<file path="config.mk">
export PLATFORM = sky130hd
export DESIGN_NAME = lil_cell
export DESIGN_NICKNAME = d
export VERILOG_FILES = /design/src/rtl/lil_pkg.sv /design/src/rtl/lil_cell.sv
export SDC_FILE = /design/constraint.sdc
export NUM_CORES = 1
export LEC_CHECK = 0
export BUFFER_PORTS_ARGS = -buffer_cell sky130_fd_sc_hd__buf_2
export CORE_MARGIN = 4
export CORE_UTILIZATION = 34
export CTS_BUF_LIST = sky130_fd_sc_hd__clkbuf_2
export CTS_CLUSTER_SIZE = 25
export DETAILED_ROUTE_END_ITERATION = 8
export PLACE_DENSITY = 0.89
export SETUP_SLACK_MARGIN = 0.2
export SLEW_MARGIN = 30
export SYNTH_ARGS = -nofsm -noshare
export SYNTH_HDL_FRONTEND = slang
export SYNTH_SLANG_ARGS = --single-unit
</file>
<file path="constraint.sdc">
create_clock -name clock -period 2.4 [get_ports clock]
set_input_delay 0.24 -clock clock [delete_from_list [all_inputs] [get_ports clock]]
set_output_delay 0.24 -clock clock [all_outputs]
set_load 0.02 [all_outputs]
</file>
<file path="src/rtl/lil_pkg.sv">
package lil_pkg;

   localparam int DEFAULT_CAPACITY = 64;
   localparam int INDEX_W = 12;
   localparam int COMPARE_W = 13;
   localparam int GROUP_SIZE = 8;

   localparam logic [1:0] KIND_APPEND = 2'd0;
   localparam logic [1:0] KIND_INSERT = 2'd1;
   localparam logic [1:0] KIND_ERASE  = 2'd2;
   localparam logic [1:0] KIND_GET    = 2'd3;

   localparam logic [1:0] STATUS_OK         = 2'd0;
   localparam logic [1:0] STATUS_ERASE_OOR  = 2'd1;
   localparam logic [1:0] STATUS_FULL       = 2'd2;

   typedef struct packed {
      logic [1:0]         kind;
      logic [11:0]        position;
      logic signed [31:0] value;
   } req_type;

   typedef struct packed {
      logic signed [31:0] read_value;
      logic [6:0]         count;
      logic [1:0]         status;
   } rsp_type;

   typedef struct packed {
      logic               shift_up;
      logic               shift_down;
      logic               read_en;
      logic [INDEX_W-1:0] target;
      logic signed [31:0] value;
   } cell_ctrl_type;

endpackage

</file>
<file path="src/rtl/lil_cell.sv">
module lil_cell #(
   parameter int INDEX = 0
) (
   input  logic                       clock,
   input  lil_pkg::cell_ctrl_type     ctrl,
   input  logic signed [31:0]         left_data,
   input  logic signed [31:0]         right_data,
   output logic signed [31:0]         data,
   output logic signed [31:0]         rd_data
);

   localparam logic [lil_pkg::INDEX_W-1:0] MY_INDEX = lil_pkg::INDEX_W'(INDEX);

   logic signed [31:0] data_ff;
   logic signed [31:0] data_in;

   always_comb begin
      data_in = data_ff;
      if (ctrl.shift_up) begin
         if (MY_INDEX == ctrl.target) begin
            data_in = ctrl.value;
         end else if (MY_INDEX > ctrl.target) begin
            data_in = left_data;
         end
      end else if (ctrl.shift_down) begin
         if (MY_INDEX >= ctrl.target) begin
            data_in = right_data;
         end
      end
   end

   always_ff @(posedge clock) begin
      data_ff <= data_in;
   end

   assign data    = data_ff;
   assign rd_data = (ctrl.read_en && MY_INDEX == ctrl.target) ? data_ff : 32'sd0;

endmodule
</file>
# [After elaboration in Yosys (flattened, before gate mapping)]
# Cells that the tools add are included.
[totals] out_inout_bits=64 regBits=32 in_bits=112 wordCells=15
[op_classes] n_reduce_logical=5 order_cmp=2 eq_ne=1 muxes=6
[ops] cell="two-way mux 32 bit" n=6
[ops] cell="greater-or-equal comparator 1 x 12 -> 1 bit, first input constant" n=1
[ops] cell="greater-than comparator 1 x 12 -> 1 bit, first input constant" n=1
[ops] cell="logical NOT 12 bit" n=1
[ops] cell="nonzero test 2 bit" n=2
[ops] cell="inequality test 3 x 1 -> 1 bit, second input constant" n=1
[ops] cell="AND reduction 3 bit" n=1
[ops] cell="logical AND 1 bit" n=1

# [Longest topological paths before layout]
[depth] word_depth=4 mapped_depth=4 mapped_depth_nobuf=3

# [Least setup slack after synthesis]
# OpenSTA, ideal clock, no wires.
[synth_timing] path_type="input to register" start="input port ctrl[43] in the netlist's numbering" end="register data_ff[0] (netlist: data[0]) (enable)" required_time_ns=2.009 setup_slack_ns=-0.128 stages=4 arrival_ns=2.137 setup_time_ns=0.391 path_buffers=1 cell_sequence="or4_4 > nor3_2 > clkbuf_1 > o21a_1"
[synth_between] elab_chain_len=3 elab_cells_between_ends=6 cone_classes="order compare (2); eq/ne (1); reduce/logical (3)"
[synth_lines] element="from (decl)" line_no="lil_cell.sv:5" rtl="input lil_pkg::cell_ctrl_type ctrl,"
[synth_lines] element="greater-than comparator 1 x 12 -> 1 bit (tied with other cells)" line_no="lil_cell.sv:22" rtl="end else if (MY_INDEX > ctrl.target) begin"
[synth_lines] element="inequality test 3 x 1 -> 1 bit (no line) / nonzero test 2 bit (equally long branches)"
[synth_lines] element="AND reduction 3 bit (no line) *"
[synth_lines] element="to (signal assigned)" line_no="lil_cell.sv:33" rtl="data_ff <= data_in;"
[synth_lines] element="to (decl)" line_no="lil_cell.sv:14" rtl="logic signed [31:0] data_ff;"
# Every way passes the cells marked *; elsewhere a longest branch is shown, timed or not.
# A chain may end at the register's enable or synchronous reset.

# [Final worst setup path]
[layout_timing] start="input port ctrl[43] in the netlist's numbering" end="output port rd_data[11]"
[layout_between] elab_chain_len=3
[layout_lines] element="logical NOT 12 bit" line_no="lil_cell.sv:37" rtl="assign rd_data = (ctrl.read_en && MY_INDEX == ctrl.target) ? data_ff : 32'sd0;"
[layout_lines] element="logical AND 1 bit" line_no="lil_cell.sv:37"
[layout_lines] element="two-way mux 32 bit" line_no="lil_cell.sv:37"
[layout_lines] element="to (decl)" line_no="lil_cell.sv:9" rtl="output logic signed [31:0] rd_data"
# Every way passes these cells.

==> results.json <==
{
  "outcome": "completed",
  "clockBufferDepth": 2,
  "power.density_nw_per_um2": 365,
  "cts.sinks": 32,
  "switchingPower_mw": 0.235,
  "numPortBuffers": 175,
  "core-area_um2": 5170,
  "share_seq_of_total_power_pct": 60.4,
  "leakage_nw": 1.45,
  "hpwl_um": 5000,
  "setup_viol": 0,
  "start_kind": "primary input",
  "ys_warn_count": 0,
  "postCtsSetupBuffers": 0,
  "ys_ff_latch": 32,
  "wl_per_cell_um": 16.2,
  "end_kind": "primary output",
  "synthToLayoutAreaGrowth_pct": 52.2,
  "finalHoldViolations": 0,
  "first_pass_iters": 4,
  "p_int_mw": 0.789,
  "crit_top_cell": "buf_2",
  "grt_pass1_vias": 1806,
  "ys_seq_area_share_pct": 52.1,
  "clockRootBuffer": "clkbuf_2",
  "rsz0062_at_grt": "false",
  "cts.clk_slew.worst_paths_ps": 150,
  "share_comb_of_total_power_pct": 17.9,
  "antenna_found_initial": 0,
  "relSlewSlack_pct": 71.1,
  "worstSetupPathType": "in2out",
  "crit_buf_inv": 3,
  "path_cells": "buf_2 -> or4_4 -> nor3_2 -> buf_12 -> and3_1 -> buf_2",
  "die_x_um": 81.7,
  "die_h_um": 81.7,
  "io_pins": 176,
  "postCtsHoldBufs": 0,
  "tritoncts": "yes",
  "crit_arrival_ps": 1770,
  "p_clk_share_pct": 21.7,
  "fin_nets": 434,
  "place_ws_ps": 194,
  "holdWs_ps": 191,
  "finalMaxSlewViolations": 0,
  "syn_avg_cell_area_um2": 12.2,
  "p_total_mw": 1.02,
  "crit_family": "simple AND/OR/NAND/NOR gates",
  "largest_register_ffs": 32,
  "crit_required_ps": 2160,
  "syn_area_um2": 1850,
  "viasPerCell": 5.04,
  "initial_core_util_pct": 35.7,
  "setup_ws_ps": 393,
  "synth_cell_type_count": 14,
  "max_slew.worst_pin.slew_ps": 434,
  "cp_max_fo": 33,
  "critPathSlowestCell": "or4_4",
  "gp_congestion": 0.781,
  "overflow": 0,
  "fmax_mhz": 498,
  "final_cell_mix": "buf_2, nor2b_1, a221o_1, and3_1, edfxtp_1",
  "cts_htree_levels": 2,
  "fin_crit_sh_pct": 83.6,
  "synth_nets": 263,
  "finalCriticalPeriod_ps": 2010,
  "syn_inst": 151,
  "cts_buffers": 5,
  "dr_total_vias": 1977,
  "drcViolationCount": 0,
  "num_rows": 26,
  "final_common_cell": "buf_2",
  "drtIter0Drc": 59,
  "drive_above_1_share_pct": 58.7,
  "cp_slowest_stage_delay_ps": 560,
  "wirelength_um": 6350,
  "die_area_um2": 6670,
  "antenna_left": 0,
  "antenna_cells": 0,
  "cap_viol_max_count": 0,
  "hold_class": "in2reg",
  "tns_ps": 0,
  "placed_cells": 385,
  "stdcell_count": 392,
  "max-vdd-ir-drop_uv": 166,
  "swShare_pct": 22.9,
  "grt_max_degree": 34,
  "grtUsageTotal_pct": 17.2,
  "cts.repair.resized": 0,
  "grt_pass1_wl_um": 8600
}
-- area by class of cell --
cell class	instances	area (µm²)
clock buffer	5	25.0
fill	461	2360
timing repair buffer	179	918
sequential	32	961
tap	70	87.6
multi-input combinational	103	806
inverter	1	3.75
clock inverter	2	7.51
-- per-layer routing --
metal	share of wire, %	GRT usage [%]	vias up
met4	1.7	5.65	0
met5	0	0	-
met2	53	32.4	111
met1	35	18.5	906
met3	10	4.61	8
li1	-	-	952
-- cells by family after synthesis --
| family | share of synthesized area, % |
|---|---|
| AOI/OAI and AO/OA | 18.2 |
| and+or+nand+nor | 25.0 |
| DFF | 52.1 |
| buffers and inverters | 4.68 |
-- worst paths after layout --
path / endpoint / from / slack (ps) / cells after the start
worst max-delay path: rd_data[11] / ctrl[43] / 390 / 6
worst min-delay path: data[10] / left_data[10] / 190 / 2
-- through the flow --
stage | util, % | instance area, µm²
3_5_place_dp | 53.7 | 2780
2_1_floorplan | - | 1850
3_3_place_gp | 53.7 | 2780
5_1_grt | 54.3 | 2810
4_1_cts | 54.3 | 2810
6_report | 54.3 | 2810
-- synth_stat cells (all sizes together) --
cell	count	area (µm²)
a221o	32	320
and3	32	200
buf	6	48.8
clkbuf	9	33.8
edfxtp	32	961
inv	1	3.75
nor2b	32	200
nor3	1	10.0
nor4	1	21.3
o21a	1	7.51
o31a	1	8.76
or4	3	30.0
-- power groups by stage --
| stage | Clock (mW) | Combinational, mW | Sequential [mW] |
|---|---|---|---|
| global placement | 0 | 0.177 | 0.631 |
| finish | 0.222 | 0.183 | 0.618 |
| floorplan | 0 | 0.0813 | 0.631 |
| detailed placement | 0 | 0.184 | 0.631 |
| global route | 0.253 | 0.202 | 0.619 |
| CTS | 0.236 | 0.185 | 0.619 |
Note: power is estimated with default switching activity, not from simulation.
